--- src/sv/rbcr_pkg.sv ---
// ----------------------------------------------------------------------------
// rbcr_pkg
// Shared types, constants and helpers of the run-length bit clock recovery.
// ----------------------------------------------------------------------------
package rbcr_pkg;

    // Port widths
    localparam int S_TDATA_W  = 24;
    localparam int M_TDATA_W  = 24;
    localparam int CFG_IDX_W  = 8;
    localparam int CFG_DATA_W = 16;

    // Field widths
    localparam int STRENGTH_W = 16;
    localparam int WIN_W      = 6;
    localparam int RUN_W      = 8;
    localparam int PERIOD_W   = 13;
    localparam int ESUM_W     = 32;
    localparam int REM_W      = 18;   // signed remainder of the scaled run
    localparam int ERRS_W     = 5;
    localparam int ERR_CNT_W  = 6;    // holds a mismatch count up to 32

    // Loop constants
    localparam logic [RUN_W-1:0]    MAX_RUN      = 8'd255;
    localparam logic [PERIOD_W-1:0] PERIOD_MIN   = 13'd1024;
    localparam logic [PERIOD_W-1:0] PERIOD_MAX   = 13'd8191;
    localparam logic [PERIOD_W-1:0] NOMINAL_RST  = 13'd2048;
    localparam logic [15:0]         CODE_RST     = 16'h543D;
    localparam logic [15:0]         MASK_RST     = 16'hFFFF;
    localparam logic [RUN_W-1:0]    MIN_RUN_RST  = 8'd5;
    localparam int                  SCALE_SHIFT  = 8;   // run * 256
    localparam int                  GAIN_I_SHIFT = 4;   // error_sum / 16
    localparam int                  GAIN_P_SHIFT = 5;   // divide by 32 * n
    localparam int                  VOTE_MIN     = 3;

    // Divider: magnitude of (e + es/16) / 32 fits in 24 bits
    localparam int DIV_W     = 24;
    localparam int DIV_CNT_W = $clog2(DIV_W);
    localparam int STEP_W    = DIV_W + 2;

    // Register indexes
    typedef enum logic [CFG_IDX_W-1:0] {
        REG_ACCESS_CODE  = 8'd0,
        REG_ACCESS_MASK  = 8'd1,
        REG_MAX_ERRORS   = 8'd2,
        REG_MIN_RUN      = 8'd3,
        REG_NOMINAL_LEN  = 8'd4
    } reg_idx_t;

    typedef struct packed {
        logic [15:0]         access_code;
        logic [15:0]         access_mask;
        logic [ERRS_W-1:0]   max_code_errors;
        logic [RUN_W-1:0]    min_run;
        logic [PERIOD_W-1:0] nominal_bit_length;
    } cfg_t;

    // Controller states
    typedef enum logic [2:0] {
        ST_IDLE,
        ST_RESYNC,
        ST_EMIT,
        ST_ACCUM,
        ST_PREP,
        ST_DIV,
        ST_UPDATE
    } state_t;

    // Controller to datapath
    typedef struct packed {
        logic accept;
        logic load_resync;
        logic emit_bit;
        logic accum;
        logic div_start;
        logic div_step;
        logic update;
    } cmd_t;

    // Datapath to controller
    typedef struct packed {
        logic change;
        logic short_run;
        logic out_free;
        logic more_bits;
        logic div_last;
    } sts_t;

    // Clamp a signed period candidate into the legal bit length range
    function automatic logic [PERIOD_W-1:0] clamp_period(input logic signed [STEP_W-1:0] p);
        logic [PERIOD_W-1:0] res;
        if (p < $signed({{(STEP_W-PERIOD_W){1'b0}}, PERIOD_MIN})) begin
            res = PERIOD_MIN;
        end else if (p > $signed({{(STEP_W-PERIOD_W){1'b0}}, PERIOD_MAX})) begin
            res = PERIOD_MAX;
        end else begin
            res = p[PERIOD_W-1:0];
        end
        return res;
    endfunction

endpackage

--- src/sv/rbcr_cfg.sv ---
// ----------------------------------------------------------------------------
// rbcr_cfg
// Configuration register file, written through an index/data channel.
// ----------------------------------------------------------------------------
module rbcr_cfg (
    input  logic                            aclk,
    input  logic                            aresetn,
    input  logic                            cfg_valid,
    output logic                            cfg_ready,
    input  logic [rbcr_pkg::CFG_IDX_W-1:0]  cfg_index,
    input  logic [rbcr_pkg::CFG_DATA_W-1:0] cfg_data,
    output rbcr_pkg::cfg_t                  cfg
);
    import rbcr_pkg::*;

    cfg_t cfg_reg;

    assign cfg_ready = 1'b1;
    assign cfg       = cfg_reg;

    // Register writes; unknown indexes are dropped
    always_ff @(posedge aclk) begin
        if (!aresetn) begin
            cfg_reg.access_code        <= CODE_RST;
            cfg_reg.access_mask        <= MASK_RST;
            cfg_reg.max_code_errors    <= '0;
            cfg_reg.min_run            <= MIN_RUN_RST;
            cfg_reg.nominal_bit_length <= NOMINAL_RST;
        end else if (cfg_valid) begin
            case (cfg_index)
                REG_ACCESS_CODE: cfg_reg.access_code     <= cfg_data;
                REG_ACCESS_MASK: cfg_reg.access_mask     <= cfg_data;
                REG_MAX_ERRORS:  cfg_reg.max_code_errors <= cfg_data[ERRS_W-1:0];
                REG_MIN_RUN:     cfg_reg.min_run         <= cfg_data[RUN_W-1:0];
                REG_NOMINAL_LEN: cfg_reg.nominal_bit_length <= cfg_data[PERIOD_W-1:0];
                default: ;
            endcase
        end
    end

endmodule

--- src/sv/rbcr_div.sv ---
// ----------------------------------------------------------------------------
// rbcr_div
// Restoring unsigned divider, one quotient bit per step.
// ----------------------------------------------------------------------------
module rbcr_div #(
    parameter int NW = 7
) (
    input  logic                         aclk,
    input  logic                         aresetn,
    input  logic                         start,
    input  logic                         step,
    input  logic [rbcr_pkg::DIV_W-1:0]   dividend,
    input  logic [NW-1:0]                divisor,
    output logic [rbcr_pkg::DIV_W-1:0]   quotient,
    output logic                         last
);
    import rbcr_pkg::*;

    logic [DIV_W-1:0]     q_reg;
    logic [NW:0]          r_reg;
    logic [NW-1:0]        dsr_reg;
    logic [DIV_CNT_W-1:0] cnt_reg;

    logic [NW:0] r_sh;
    logic        fits;

    // Shift in the next dividend bit and try the subtract
    assign r_sh     = {r_reg[NW-1:0], q_reg[DIV_W-1]};
    assign fits     = r_sh >= {1'b0, dsr_reg};
    assign quotient = q_reg;
    assign last     = cnt_reg == DIV_CNT_W'(DIV_W - 1);

    always_ff @(posedge aclk) begin
        if (!aresetn) begin
            cnt_reg <= '0;
        end else if (start) begin
            cnt_reg <= '0;
        end else if (step) begin
            cnt_reg <= cnt_reg + 1'b1;
        end
    end

    always_ff @(posedge aclk) begin
        if (start) begin
            q_reg   <= dividend;
            r_reg   <= '0;
            dsr_reg <= divisor;
        end else if (step) begin
            q_reg <= {q_reg[DIV_W-2:0], fits};
            r_reg <= fits ? (r_sh - {1'b0, dsr_reg}) : r_sh;
        end
    end

endmodule

--- src/sv/rbcr_dp.sv ---
// ----------------------------------------------------------------------------
// rbcr_dp
// Datapath: vote window, run counter, bit slicer, sync compare, PI loop
// and the result register.
// ----------------------------------------------------------------------------
module rbcr_dp #(
    parameter int CODE_WIDTH = 16,
    parameter int MAX_BITS   = 64
) (
    input  logic                            aclk,
    input  logic                            aresetn,
    input  rbcr_pkg::cfg_t                  cfg,
    input  rbcr_pkg::cmd_t                  cmd,
    output rbcr_pkg::sts_t                  sts,
    input  logic                            in_raw_bit,
    input  logic [rbcr_pkg::STRENGTH_W-1:0] in_strength,
    output logic                            out_valid,
    input  logic                            out_ready,
    output logic                            out_data_bit,
    output logic                            out_sync_hit,
    output logic                            out_resync,
    output logic [rbcr_pkg::STRENGTH_W-1:0] out_strength,
    output logic                            out_last
);
    import rbcr_pkg::*;

    localparam int NW = $clog2(MAX_BITS + 1);
    localparam int CW = CODE_WIDTH;

    // Architectural state
    logic [WIN_W-1:0]         win_reg;
    logic                     lvl_reg;
    logic [RUN_W-1:0]         run_reg;
    logic [PERIOD_W-1:0]      bp_reg;
    logic signed [ESUM_W-1:0] esum_reg;
    logic [CW-1:0]            shift_reg;

    // Per-transition working registers
    logic signed [REM_W-1:0]  rem_reg;
    logic [NW-1:0]            nbits_reg;
    logic [STRENGTH_W-1:0]    strength_reg;
    logic                     neg_reg;

    // Result register
    logic                     out_valid_reg;
    logic                     out_bit_reg;
    logic                     out_sync_reg;
    logic                     out_resync_reg;
    logic [STRENGTH_W-1:0]    out_strength_reg;
    logic                     out_last_reg;

    // Vote over the sample window
    logic [WIN_W-1:0] win_next;
    logic [2:0]       vote_cnt;
    logic             level;

    assign win_next = {win_reg[WIN_W-2:0], in_raw_bit};

    always_comb begin
        vote_cnt = '0;
        for (int i = 0; i < WIN_W; i++) begin
            vote_cnt = vote_cnt + 3'(win_next[i]);
        end
    end

    assign level = vote_cnt >= 3'(VOTE_MIN);

    // Short run test against min_run and half a bit
    logic [PERIOD_W-2:0]      half;
    logic [RUN_W+SCALE_SHIFT-1:0] run_scaled;
    logic signed [REM_W-1:0]  half_s;

    assign half       = bp_reg[PERIOD_W-1:1];
    assign run_scaled = {run_reg, {SCALE_SHIFT{1'b0}}};
    assign half_s     = $signed({{(REM_W-PERIOD_W+1){1'b0}}, half});

    // One bit step of the slicer
    logic signed [REM_W-1:0] rem_dec;
    logic [NW-1:0]           n_inc;
    logic                    bit_val;
    logic [CW-1:0]           shift_nx;

    assign rem_dec  = rem_reg - $signed({{(REM_W-PERIOD_W){1'b0}}, bp_reg});
    assign n_inc    = nbits_reg + 1'b1;
    assign bit_val  = ~lvl_reg;   // level of the run that just ended
    assign shift_nx = {shift_reg[CW-2:0], bit_val};

    // Access code compare over CODE_WIDTH bits
    logic [CW+15:0]        code_ext;
    logic [CW+15:0]        mask_ext;
    logic [CW-1:0]         diff;
    logic [ERR_CNT_W-1:0]  err_cnt;
    logic                  hit;

    assign code_ext = {{CW{1'b0}}, cfg.access_code};
    assign mask_ext = {{CW{1'b0}}, cfg.access_mask};
    assign diff     = (shift_nx & mask_ext[CW-1:0]) ^ code_ext[CW-1:0];

    always_comb begin
        err_cnt = '0;
        for (int i = 0; i < CW; i++) begin
            err_cnt = err_cnt + ERR_CNT_W'(diff[i]);
        end
    end

    assign hit = err_cnt <= {1'b0, cfg.max_code_errors};

    // Integral sum with saturation to 32 bits
    logic signed [ESUM_W:0]   es_wide;
    logic signed [ESUM_W-1:0] es_sat;

    assign es_wide = {esum_reg[ESUM_W-1], esum_reg} +
                     {{(ESUM_W+1-REM_W){rem_reg[REM_W-1]}}, rem_reg};

    always_comb begin
        if (es_wide[ESUM_W] != es_wide[ESUM_W-1]) begin
            es_sat = es_wide[ESUM_W] ? {1'b1, {(ESUM_W-1){1'b0}}}
                                     : {1'b0, {(ESUM_W-1){1'b1}}};
        end else begin
            es_sat = es_wide[ESUM_W-1:0];
        end
    end

    // Dividend: |e + es/16| / 32, both divisions toward zero
    localparam int ESQ_W = ESUM_W - GAIN_I_SHIFT;
    localparam int X_W   = 30;

    logic signed [ESUM_W-1:0] es_adj;
    logic signed [ESQ_W-1:0]  es_q;
    logic signed [X_W-1:0]    x_sum;
    logic [X_W-1:0]           x_mag;
    logic [DIV_W-1:0]         dividend;

    assign es_adj   = esum_reg + (esum_reg[ESUM_W-1] ? 32'sd15 : 32'sd0);
    assign es_q     = es_adj[ESUM_W-1:GAIN_I_SHIFT];
    assign x_sum    = {{(X_W-REM_W){rem_reg[REM_W-1]}}, rem_reg} +
                      {{(X_W-ESQ_W){es_q[ESQ_W-1]}}, es_q};
    assign x_mag    = x_sum[X_W-1] ? (~x_sum + 1'b1) : x_sum;
    assign dividend = x_mag[GAIN_P_SHIFT+DIV_W-1:GAIN_P_SHIFT];

    // Divider by the bit count
    logic [DIV_W-1:0] quotient;
    logic             div_last;

    rbcr_div #(
        .NW (NW)
    ) u_div (
        .aclk     (aclk),
        .aresetn  (aresetn),
        .start    (cmd.div_start),
        .step     (cmd.div_step),
        .dividend (dividend),
        .divisor  (nbits_reg),
        .quotient (quotient),
        .last     (div_last)
    );

    // Period update with clamp
    logic signed [STEP_W-1:0] step_s;
    logic signed [STEP_W-1:0] bp_sum;

    assign step_s = neg_reg ? -$signed({2'b00, quotient}) : $signed({2'b00, quotient});
    assign bp_sum = $signed({{(STEP_W-PERIOD_W){1'b0}}, bp_reg}) + step_s;

    // Status to the controller
    logic out_free;

    assign out_free      = !out_valid_reg || out_ready;
    assign sts.change    = level != lvl_reg;
    assign sts.short_run = (run_reg < cfg.min_run) ||
                           (run_scaled <= {{(RUN_W+SCALE_SHIFT-PERIOD_W+1){1'b0}}, half});
    assign sts.out_free  = out_free;
    assign sts.more_bits = (rem_dec > half_s) && (n_inc < NW'(MAX_BITS));
    assign sts.div_last  = div_last;

    // Architectural state updates
    always_ff @(posedge aclk) begin
        if (!aresetn) begin
            win_reg   <= '0;
            lvl_reg   <= 1'b0;
            run_reg   <= '0;
            bp_reg    <= NOMINAL_RST;
            esum_reg  <= '0;
            shift_reg <= '0;
        end else begin
            if (cmd.accept) begin
                if (!sts.change) begin
                    win_reg <= win_next;
                    if (run_reg < MAX_RUN) begin
                        run_reg <= run_reg + 1'b1;
                    end
                end else if (sts.short_run) begin
                    // Resync: clear everything, start a new run
                    win_reg   <= '0;
                    lvl_reg   <= level;
                    run_reg   <= RUN_W'(1);
                    bp_reg    <= clamp_period($signed({{(STEP_W-PERIOD_W){1'b0}},
                                                       cfg.nominal_bit_length}));
                    esum_reg  <= '0;
                    shift_reg <= '0;
                end else begin
                    win_reg <= win_next;
                    lvl_reg <= level;
                    run_reg <= RUN_W'(1);
                end
            end
            if (cmd.emit_bit) begin
                shift_reg <= shift_nx;
            end
            if (cmd.accum) begin
                esum_reg <= es_sat;
            end
            if (cmd.update) begin
                bp_reg <= clamp_period(bp_sum);
            end
        end
    end

    // Working registers of one transition
    always_ff @(posedge aclk) begin
        if (cmd.accept) begin
            rem_reg      <= $signed({{(REM_W-RUN_W-SCALE_SHIFT){1'b0}}, run_scaled});
            nbits_reg    <= '0;
            strength_reg <= in_strength;
        end
        if (cmd.emit_bit) begin
            rem_reg   <= rem_dec;
            nbits_reg <= n_inc;
        end
        if (cmd.div_start) begin
            neg_reg <= x_sum[X_W-1];
        end
    end

    // Result register
    always_ff @(posedge aclk) begin
        if (!aresetn) begin
            out_valid_reg <= 1'b0;
        end else if (cmd.emit_bit || cmd.load_resync) begin
            out_valid_reg <= 1'b1;
        end else if (out_ready) begin
            out_valid_reg <= 1'b0;
        end
    end

    always_ff @(posedge aclk) begin
        if (cmd.load_resync) begin
            out_bit_reg      <= 1'b0;
            out_sync_reg     <= 1'b0;
            out_resync_reg   <= 1'b1;
            out_strength_reg <= strength_reg;
            out_last_reg     <= 1'b1;
        end else if (cmd.emit_bit) begin
            out_bit_reg      <= bit_val;
            out_sync_reg     <= hit;
            out_resync_reg   <= 1'b0;
            out_strength_reg <= strength_reg;
            out_last_reg     <= !sts.more_bits;
        end
    end

    assign out_valid    = out_valid_reg;
    assign out_data_bit = out_bit_reg;
    assign out_sync_hit = out_sync_reg;
    assign out_resync   = out_resync_reg;
    assign out_strength = out_strength_reg;
    assign out_last     = out_last_reg;

endmodule

--- src/sv/rbcr_ctrl.sv ---
// ----------------------------------------------------------------------------
// rbcr_ctrl
// Controller: sequences accept, bit emission, PI update and resync.
// ----------------------------------------------------------------------------
module rbcr_ctrl (
    input  logic           aclk,
    input  logic           aresetn,
    input  logic           s_valid,
    output logic           s_ready,
    input  rbcr_pkg::sts_t sts,
    output rbcr_pkg::cmd_t cmd
);
    import rbcr_pkg::*;

    state_t state_reg;
    state_t state_next;

    always_ff @(posedge aclk) begin
        if (!aresetn) begin
            state_reg <= ST_IDLE;
        end else begin
            state_reg <= state_next;
        end
    end

    // Next state and commands
    always_comb begin
        state_next = state_reg;
        cmd        = '0;
        s_ready    = 1'b0;
        case (state_reg)
            ST_IDLE: begin
                s_ready    = 1'b1;
                cmd.accept = s_valid;
                if (s_valid && sts.change) begin
                    state_next = sts.short_run ? ST_RESYNC : ST_EMIT;
                end
            end
            ST_RESYNC: begin
                if (sts.out_free) begin
                    cmd.load_resync = 1'b1;
                    state_next      = ST_IDLE;
                end
            end
            ST_EMIT: begin
                if (sts.out_free) begin
                    cmd.emit_bit = 1'b1;
                    if (!sts.more_bits) begin
                        state_next = ST_ACCUM;
                    end
                end
            end
            ST_ACCUM: begin
                cmd.accum  = 1'b1;
                state_next = ST_PREP;
            end
            ST_PREP: begin
                cmd.div_start = 1'b1;
                state_next    = ST_DIV;
            end
            ST_DIV: begin
                cmd.div_step = 1'b1;
                if (sts.div_last) begin
                    state_next = ST_UPDATE;
                end
            end
            ST_UPDATE: begin
                cmd.update = 1'b1;
                state_next = ST_IDLE;
            end
            default: begin
                state_next = ST_IDLE;
            end
        endcase
    end

endmodule

--- src/sv/runlength_bit_clock_recovery.sv ---
// ----------------------------------------------------------------------------
// runlength_bit_clock_recovery
// Run-length clock and data recovery with a PI-tracked bit length.
// ----------------------------------------------------------------------------
// Usage:
//   s_axis carries one sliced sample per transfer (raw_bit, strength).
//   m_axis carries recovered bits; tuser flags a resync result, tlast marks
//   the final result caused by one sample. cfg_* writes the registers by
//   index and is always ready; write it only while the block is idle.
//   Sequence: a sample that keeps the voted level leaves the block idle. A
//   level change that resyncs loads one resync result. A level change that
//   ends a valid run emits n bits, one bit per cycle into the result register
//   while m_axis is free, then runs the integral update, the dividend setup,
//   24 steps of the bit-serial divider by the bit count, and the period update.
//   The first result of a level change is loaded in the emit or resync state.
//   A stalled m_axis holds the result register and pauses bit emission; the
//   sample channel keeps going while a result waits, until the next level
//   change needs the register.
//   Reset (aresetn low, synchronous) loads the register defaults, clears the
//   window, run, integral and shift register and sets the bit length to 2048.
// ----------------------------------------------------------------------------
module runlength_bit_clock_recovery #(
    parameter int CODE_WIDTH = 16,
    parameter int MAX_BITS   = 64
) (
    input  logic                             aclk,
    input  logic                             aresetn,
    // sample channel
    input  logic                             s_axis_tvalid,
    output logic                             s_axis_tready,
    input  logic [rbcr_pkg::S_TDATA_W-1:0]   s_axis_tdata,  // raw_bit, strength[15:0]
    // result channel
    output logic                             m_axis_tvalid,
    input  logic                             m_axis_tready,
    output logic [rbcr_pkg::M_TDATA_W-1:0]   m_axis_tdata,  // data_bit, sync_hit, strength_out
    output logic                             m_axis_tuser,  // resync
    output logic                             m_axis_tlast,
    // configuration
    input  logic                             cfg_valid,
    output logic                             cfg_ready,
    input  logic [rbcr_pkg::CFG_IDX_W-1:0]   cfg_index,
    input  logic [rbcr_pkg::CFG_DATA_W-1:0]  cfg_data
);
    import rbcr_pkg::*;

    cfg_t cfg;
    cmd_t cmd;
    sts_t sts;

    logic                  out_bit;
    logic                  out_sync;
    logic [STRENGTH_W-1:0] out_strength;

    rbcr_cfg u_cfg (
        .aclk      (aclk),
        .aresetn   (aresetn),
        .cfg_valid (cfg_valid),
        .cfg_ready (cfg_ready),
        .cfg_index (cfg_index),
        .cfg_data  (cfg_data),
        .cfg       (cfg)
    );

    rbcr_ctrl u_ctrl (
        .aclk    (aclk),
        .aresetn (aresetn),
        .s_valid (s_axis_tvalid),
        .s_ready (s_axis_tready),
        .sts     (sts),
        .cmd     (cmd)
    );

    rbcr_dp #(
        .CODE_WIDTH (CODE_WIDTH),
        .MAX_BITS   (MAX_BITS)
    ) u_dp (
        .aclk         (aclk),
        .aresetn      (aresetn),
        .cfg          (cfg),
        .cmd          (cmd),
        .sts          (sts),
        .in_raw_bit   (s_axis_tdata[0]),
        .in_strength  (s_axis_tdata[STRENGTH_W:1]),
        .out_valid    (m_axis_tvalid),
        .out_ready    (m_axis_tready),
        .out_data_bit (out_bit),
        .out_sync_hit (out_sync),
        .out_resync   (m_axis_tuser),
        .out_strength (out_strength),
        .out_last     (m_axis_tlast)
    );

    assign m_axis_tdata = {{(M_TDATA_W-STRENGTH_W-2){1'b0}}, out_strength, out_sync, out_bit};

    // A resync result is always the only and final one, with zero bit fields
    a_resync_form: assert property (@(posedge aclk) disable iff (!aresetn)
        m_axis_tvalid && m_axis_tuser |-> m_axis_tlast && (m_axis_tdata[1:0] == 2'b00))
        else $error("resync result malformed");

    // The result register is loaded only when it is free
    a_load_free: assert property (@(posedge aclk) disable iff (!aresetn)
        (cmd.emit_bit || cmd.load_resync) |-> sts.out_free)
        else $error("result register overwritten");

    // The period update follows the final divider step
    a_update_after_div: assert property (@(posedge aclk) disable iff (!aresetn)
        cmd.update |-> $past(cmd.div_step && sts.div_last))
        else $error("period update without finished divide");

    // No sample is taken while a bit, a resync result or a divider step is issued
    a_busy_no_accept: assert property (@(posedge aclk) disable iff (!aresetn)
        (cmd.emit_bit || cmd.div_step || cmd.load_resync) |-> !s_axis_tready)
        else $error("sample accepted while busy");

endmodule
--- config.mk ---
export PLATFORM = sky130hd
export DESIGN_NAME = runlength_bit_clock_recovery
export DESIGN_NICKNAME = d
export VERILOG_FILES = /design/src/sv/rbcr_pkg.sv /design/src/sv/rbcr_cfg.sv /design/src/sv/rbcr_div.sv /design/src/sv/rbcr_dp.sv /design/src/sv/rbcr_ctrl.sv /design/src/sv/runlength_bit_clock_recovery.sv
export SDC_FILE = /design/constraint.sdc
export NUM_CORES = 1
export LEC_CHECK = 0
export ABC_CLOCK_PERIOD_IN_PS = 5460
export BUFFER_PORTS_ARGS = -buffer_cell sky130_fd_sc_hd__buf_2
export CAP_MARGIN = 15
export CORE_AREA = 5 5 230 165
export DETAILED_ROUTE_END_ITERATION = 8
export DIE_AREA = 0 0 235 170
export HOLD_SLACK_MARGIN = 0.1
export PLACE_DENSITY = 0.69
export SYNTH_ARGS = -nofsm -noshare
export SYNTH_HDL_FRONTEND = slang
export SYNTH_SLANG_ARGS = --single-unit
--- constraint.sdc ---
create_clock -name aclk -period 5.46 [get_ports aclk]
set_input_delay 0.273 -clock aclk [delete_from_list [all_inputs] [get_ports aclk]]
set_output_delay 0.273 -clock aclk [all_outputs]
set_load 0.02 [all_outputs]
==> impl_metrics.toml, run 1 <==
[run_status]
outcome = "finished clean"

[routing]
vias = 15300
drc = 0
avgRoutedWirePerCell_um = 17.8
drt_first_iter_violations = 1299
via_per_inst = 5.94
routed_wl_mm = 46.0
drt_first_pass_iters = 5
postRouteAntennaNets = 0

[synth]
synth_top_cell_area_share_pct = 17.5
netlist_area_mm2 = 0.0174
yosys_warnings = 0
synth_ff_type = "dfxtp_1"
avgSynthCellArea_um2 = 8.77
synth.yosys.seq_area_share_pct = 32.8
synthCells = 1986
synth_edf_count = 89
synth_cell_types = 96
ys_top_cells_by_area = "dfxtp_1 17%, edfxtp_1 15%, ha_1 9.6%, nand2_1 5.1%, xnor2_1 4.8%"
ys_async_sr_fraction_pct = 0
ys_ff_latch = 241
yosysTopAreaCell = "dfxtp_1"

[place]
portBuffers = 67
gp_congestion = 0.874
dp_hpwl_mm = 33.8

[floorplanning]
die_w_um = 235
initial_core_util_pct = 49.1
design.core.area_mm2 = 0.0355
io_pins = 82
die_h_um = 170
num_rows = 58
die_area_mm2 = 0.0400

[grt]
grt_use_total_pct = 21.9
grt_max_degree = 69
antenna_found_initial = 0
grt_pass1_vias = 14100
gr-total-overflow = 0
grt_pass1_wl_mm = 73.7

[layout]
largest_reg_flops = 58
utilization_pct = 55.6
synthToLayoutAreaGrowth_pct = 13.3
fillers = 3148
antenna_cells = 0
fin_nets = 2287
drive_gt1_share_pct = 11.6

[power]
p_leak_nw = 8.30
peakVddDrop_mv = 0.237
power_density_mw_per_mm2 = 238
total_power_w = 0.00469

[critical_path]
worstSetupEndpointType = "flop"
crit_chain = "ha_4 -> a31o_2 -> a21oi_1 -> nor2b_2 -> o2111ai_2 -> nor3_2 -> and4_4 -> and3_1 -> nand4_1 -> nor2_1 -> xor2_1 -> ha_1 -> a2111o_1 -> a21o_1 -> a31oi_2 -> o311ai_1 -> a21oi_1 -> xnor2_2 -> or4_4 -> o31ai_4 -> xor2_1 -> o21ai_1"
cp.required_ns = 5.74
cp_max_fo = 5
cp.arrival_ns = 5.65
path_class = "flop to flop"
critPathLaunchType = "flop"
crit_path_top_delay_cell = "or4_4"
slowest_delay_ns = 0.55

[timing]
fin_crit_sh_pct = 98.3
fmaxAchievable_mhz = 186
drv_slew = 0
post-route-min-period_ns = 5.37
setup_viol = 0
relSlewSlack_pct = 27.4
clock_skew_ns = 0.0195
worst_pin_slew_ns = 1.09
whs_ns = 0.141
rsz0062_at_grt = "true"
hold_viol_final = 0

[clock_network]
clock_latency_ns = 0.56
cts-htree-levels = 1
clock_sinks = 241
cts_root_buf = "clkbuf_16"
cts_max_path_buffers = 3
path_clk_slew_ns = 0.07
cts_buffers = 26
cts_tree = "built"

[min_path]
min_path_type = "primary input to flop"

[flow_run]
drv_cap = 0
area by class of cell:
type	count	area, um2	area share, %
flip-flops and latches	241	5720	29.0
repair buffers	141	977	4.95
clock buffers	30	697	3.53
inverters	92	345	1.75
multi-input cells	1580	11200	56.7
well taps	480	601	3.04
clock inverters	18	213	1.08
per-layer routing:
metal / share of wire, % / track usage (%)
met5: 0 / 0
met4: 2.0 / 4.85
met1: 49 / 33.2
met2: 43 / 33.3
met3: 6.5 / 3.13
per-stage QoR:
stage / area, um2 / setup TNS (ns) / setup slack [ns] / instances
CTS: 19500 / 0 / 0.0139 / 2571
floorplan: 17400 / 0 / 0.181 / 1991
global route: 19700 / -0.838 / -0.185 / 2582
detailed placement: 18300 / 0 / 0.0518 / 2490
global placement: 18300 / 0 / 0.104 / 2490
finish: 19700 / 0 / 0.0906 / 2582
report_power, final:
group / leakage [nW] / switching [W] / internal [W]
clock: 0.417 / 0.000782 / 0.00111
combinational: 5.81 / 0.000494 / 0.000340
sequential: 2.08 / 0.0000537 / 0.00192
total: 8.30 / 0.00133 / 0.00336
path summary, 6_finish.rpt:
check	startpoint	endpoint	slack (ns)	cells past startpoint
max	u_dp.esum_reg[31]$_SDFFE_PN0P_	u_dp.u_div.quotient[19]$_DFFE_PP_	0.09	22
min	cfg_index[1]	u_cfg.cfg[28]$_SDFFE_PN1P_	0.14	4
max reg2reg	u_dp.esum_reg[31]$_SDFFE_PN0P_	u_dp.u_div.quotient[19]$_DFFE_PP_	0.09	22
min reg2reg	u_dp.strength_reg[10]$_DFFE_PP_	u_dp.out_strength[10]$_DFFE_PP_	0.41	0
placed cells by master, fill, tap and decap left out, types with 12 or more instances in the layout:
master / count
o21ai_0: 80
dfxtp_1: 150
ha_1: 131
a21o_1: 44
edfxtp_1: 89
a221o_1: 30
nor2b_1: 16
and3_1: 25
fa_1: 17
xor2_1: 74
nand2_1: 238
or2_2: 15
inv_1: 88
dlygate4sd3_1: 33
o21bai_1: 14
nor2_1: 142
nand4_1: 26
a21oi_1: 119
xnor2_1: 92
o21a_1: 27
mux2i_1: 32
clkbuf_16: 27
buf_4: 40
nand3_1: 83
buf_2: 67
nand2b_1: 33
nor3_1: 38
or3_1: 12
o211ai_1: 14
and2_1: 20
synth_stat cells (9+ instances only):
library cell  number
nand2b_1          33
inv_1             89
edfxtp_1          89
nor3_1            40
o21a_1            28
a22oi_1           11
and2_1            21
mux2i_1           32
xnor2_1           95
o21ai_0           84
ha_1             134
o21bai_1          14
a21o_1            44
nor2_1           142
or2_2             15
dfxtp_1          152
nand3_1           84
a211oi_1          11
buf_4              9
fa_1              18
xor2_1            74
a31oi_1           13
a221o_1           30
nor2b_1           17
nand4_1           26
a311oi_2          10
or3_1             12
and3_1            26
a21oi_1          122
o31ai_1           12
nand2_1          238
a2111oi_0          9
buf_2              9
o211ai_1          14
clkbuf_1          56
worst max-delay path, delay by kind of cell (launching register included):
kind,cells,cell delay (ns)
adders and majority gates,2,0.53
DFF,1,0.35
and+or+nand+nor,7,1.87
xor gates and xnor gates,3,0.54
AOI/OAI and AO/OA,10,1.83
cell families after synthesis:
group	count (synthesis)	share of synthesized area [%]
XOR/XNOR	169	8.49
AND/OR/NAND/NOR	714	20.4
AO/OA/AOI/OAI	496	20.1
buffers and inverters	170	4.01
other	2	0.0431
flip-flops	241	32.8
adder cells (fa/ha/maj)	153	11.7
multiplexers	41	2.42
repair_timing:
action                     CTS  global route
hold endpoints to repair    73             0
setup buffers                0             9
gates resized for setup      0            42
hold buffers                33             0
setup endpoints to repair    0            25
No activity file was read; power rests on OpenSTA's default activity.
==> run 2: changes to the inputs <==
--- a/config.mk
+++ b/config.mk
@@ -8,11 +8,14 @@
 export ABC_CLOCK_PERIOD_IN_PS = 5460
 export BUFFER_PORTS_ARGS = -buffer_cell sky130_fd_sc_hd__buf_2
 export CAP_MARGIN = 15
-export CORE_AREA = 5 5 230 165
+export CORE_AREA = 5 5 231 166
 export DETAILED_ROUTE_END_ITERATION = 8
-export DIE_AREA = 0 0 235 170
+export DIE_AREA = 0 0 236 171
+export GPL_ROUTABILITY_DRIVEN = 1
 export HOLD_SLACK_MARGIN = 0.1
+export MAX_ROUTING_LAYER = met4
 export PLACE_DENSITY = 0.69
 export SYNTH_ARGS = -nofsm -noshare
 export SYNTH_HDL_FRONTEND = slang
+export SYNTH_HIERARCHICAL = 1
 export SYNTH_SLANG_ARGS = --single-unit
==> run 2 against run 1 <==
First-iteration DRC count shrank 5.3%. Clock-buffer cell count increased by 3. Fmax grew 2.3%. Total power rose by 67%. Critical endpoint is now u_dp/u_div/quotient[22]$_DFFE_PP_. Combinational power rose to 4.2 times the previous value. Design area up 1.8%. Sequential power increased by 28%.
==> impl_metrics.toml, run 2 <==
[run_status]
outcome = "finished clean"

[power]
combPwrFrac_pct = 44.9
p_leak_nw = 8.33
total_power_w = 0.00784
internal-power_w = 0.00476
p_sw_w = 0.00307
p_clk_share_pct = 22.8
p_sw_share_pct = 39.2
peakVddDrop_mv = 0.267
sequentialPowerShare_pct = 32.3
power_density_mw_per_mm2 = 390

[timing]
drv_slew = 0
hold_viol_final = 0
fin_crit_sh_pct = 96.2
post-route-min-period_ns = 5.25
rsz0062_at_grt = "true"
fmaxAchievable_mhz = 190
setup_ws_ns = 0.210
relSlewSlack_pct = 36.9
tns_ns = 0
worst_pin_slew_ns = 0.940
clock_skew_ns = 0.0313
setup_viol = 0

[synth]
yosys_warnings = 6
avgSynthCellArea_um2 = 9.15
synth.yosys.seq_area_share_pct = 32.3
netlist_area_mm2 = 0.0177
synth_ff_type = "dfxtp_1"
synth_top_cell_area_share_pct = 17.2
synthCells = 1934
synth_common_cells = "167 x nand2_1, 152 x dfxtp_1, 135 x ha_1, 113 x xnor2_1, 111 x nor2_1"
ys_async_sr_fraction_pct = 0
ys_top_cells_by_area = "dfxtp_1 17%, edfxtp_1 15%, ha_1 9.6%, xnor2_1 5.6%, nand2_1 3.5%"
yosysTopAreaCell = "dfxtp_1"
ys_ff_latch = 241
synth_cell_types = 107
synth_edf_count = 89
yosysMostFrequentCell = "nand2_1"

[routing]
routed_wl_mm = 45.7
wl_met1_mm = 22.9
vias = 14800
highest_layer = "met4"
avgRoutedWirePerCell_um = 18.1
drt_first_iter_violations = 1230
drc = 0
drt_first_pass_iters = 5
met2_length_mm = 19.1
dr_wl_met3_mm = 2.85
via_per_inst = 5.84
postRouteAntennaNets = 0

[clock_network]
cts_buffers = 25
cts_max_path_buffers = 3
cts_tree = "built"
cts_root_buf = "clkbuf_16"
path_clk_slew_ns = 0.06
clock_sinks = 241
clock_latency_ns = 0.55
cts-htree-levels = 1

[critical_path]
crit_chain = "buf_6 -> ha_1 -> a21oi_2 -> nor2b_1 -> o21a_1 -> and4_1 -> and2_1 -> buf_4 -> nand2_1 -> xnor2_1 -> ha_1 -> o21a_1 -> nor2_1 -> nor2_1 -> a221oi_2 -> buf_4 -> xnor2_1 -> or4b_4 -> nor4b_4 -> nand4_4 -> nor3_4 -> a31oi_1 -> xnor2_1 -> mux2_4"
cp.required_ns = 5.73
slowest_delay_ns = 0.58
crit_path_top_delay_cell = "or4b_4"
worst_path_most_repeated_cell = "xnor2_1"
critPathLaunchType = "flop"
path_class = "flop to flop"
worstSetupEndpointType = "flop"
cp_max_fo = 6
cp.arrival_ns = 5.52

[floorplanning]
die_area_mm2 = 0.0404
die_h_um = 171
num_rows = 59
design.core.area_mm2 = 0.0362
die_w_um = 236
initial_core_util_pct = 48.8
io_pins = 82

[grt]
grt_pass1_wl_mm = 73.2
antenna_found_initial = 0
grt_use_total_pct = 22.4
gr-total-overflow = 0
grt_max_degree = 101
grt_pass1_vias = 13900

[place]
place_ws_ns = -0.0890
gp_congestion = 0.934
dp_hpwl_mm = 33.6
portBuffers = 67

[layout]
largest_reg_flops = 58
fin_nets = 2232
most-common-layout-cells = "167 x nand2_1, 150 x dfxtp_1, 128 x ha_1"
synthToLayoutAreaGrowth_pct = 13.6
antenna_cells = 0
layout_commonest_cell = "nand2_1"
drive_gt1_share_pct = 13.6

[min_path]
min_path_type = "primary input to flop"

[flow_run]
drv_cap = 0
==> run 2: power groups by stage <==
stage | clock, W | sequential, W | combinational (W)
global route | 0.00191 | 0.00256 | 0.00392
detailed placement | 0 | 0.00256 | 0.00334
CTS | 0.00182 | 0.00252 | 0.00339
floorplan | 0 | 0.00246 | 0.00260
finish | 0.00179 | 0.00253 | 0.00352
global placement | 0 | 0.00254 | 0.00325
==> run 2: kinds of logic after synthesis <==
group                      share of synthesized area (%)
and+or+nand+nor                                     18.7
AOI/OAI and AO/OA                                   18.9
DFF                                                 32.3
xor gates and xnor gates                            8.96
buffers and inverters                               4.37
adders and majority gates                           11.7
muxes                                               4.94
other                                             0.0425
==> run 2: stage by stage <==
step                util [%]  area, um2  hold WS [ns]  instances
detailed placement      51.1      18500         0.405       2444
floorplan                  -      17700         0.372       1939
global placement        51.1      18500         0.400       2444
CTS                     54.4      19700         0.130       2523
global route            55.4      20100         0.163       2532
finish                  55.4      20100         0.156       2532
==> run 2: path summary, 6_finish.rpt <==
| check | startpoint | end | slack, ns | cells past startpoint |
|---|---|---|---|---|
| worst min-delay path | m_axis_tready | u_dp/out_valid$_SDFFE_PN0P_ | 0.16 | 3 |
| worst max-delay path | u_dp/esum_reg[31]$_SDFFE_PN0P_ | u_dp/u_div/quotient[22]$_DFFE_PP_ | 0.21 | 24 |
| worst min register to register | u_dp/strength_reg[14]$_DFFE_PP_ | u_dp/out_strength[14]$_DFFE_PP_ | 0.41 | 0 |
| worst max register to register | u_dp/esum_reg[31]$_SDFFE_PN0P_ | u_dp/u_div/quotient[22]$_DFFE_PP_ | 0.21 | 24 |
==> run 2: what timing repair did <==
| item | 4_1_cts | 5_1_grt |
|---|---|---|
| endpoints found under the setup margin | 7 | 26 |
| resized for setup | 3 | 64 |
| setup buffers | 0 | 8 |
| hold buffers | 34 | 0 |
| pin swaps | 0 | 24 |
| hold endpoints to repair | 57 | 0 |
==> run 2: cell type report <==
cell class | instances | area, um2
flip-flops and latches | 241 | 5720
clock inverters | 12 | 139
clock buffers | 33 | 708
multi-input cells | 1523 | 11500
fillers | 3210 | 16100
repair buffers | 146 | 1020
inverters | 89 | 348
well taps | 488 | 611
==> run 2: layer usage <==
layer	up-vias	GRT usage, %
met1	7081	33.4
met4	0	4.01
met5	-	-
met2	402	32.3
met3	59	3.67
li1	7251	-
==> run 2: critical path, delay by kind of cell (launching register included) <==
| family | cells | cell delay, ns |
|---|---|---|
| and+or+nand+nor | 10 | 2.09 |
| AOI/OAI and AO/OA | 5 | 0.88 |
| adders and majority gates | 2 | 0.67 |
| buffers and inverters | 3 | 0.44 |
| DFF | 1 | 0.36 |
| xor gates and xnor gates | 3 | 0.28 |
| muxes | 1 | 0.25 |
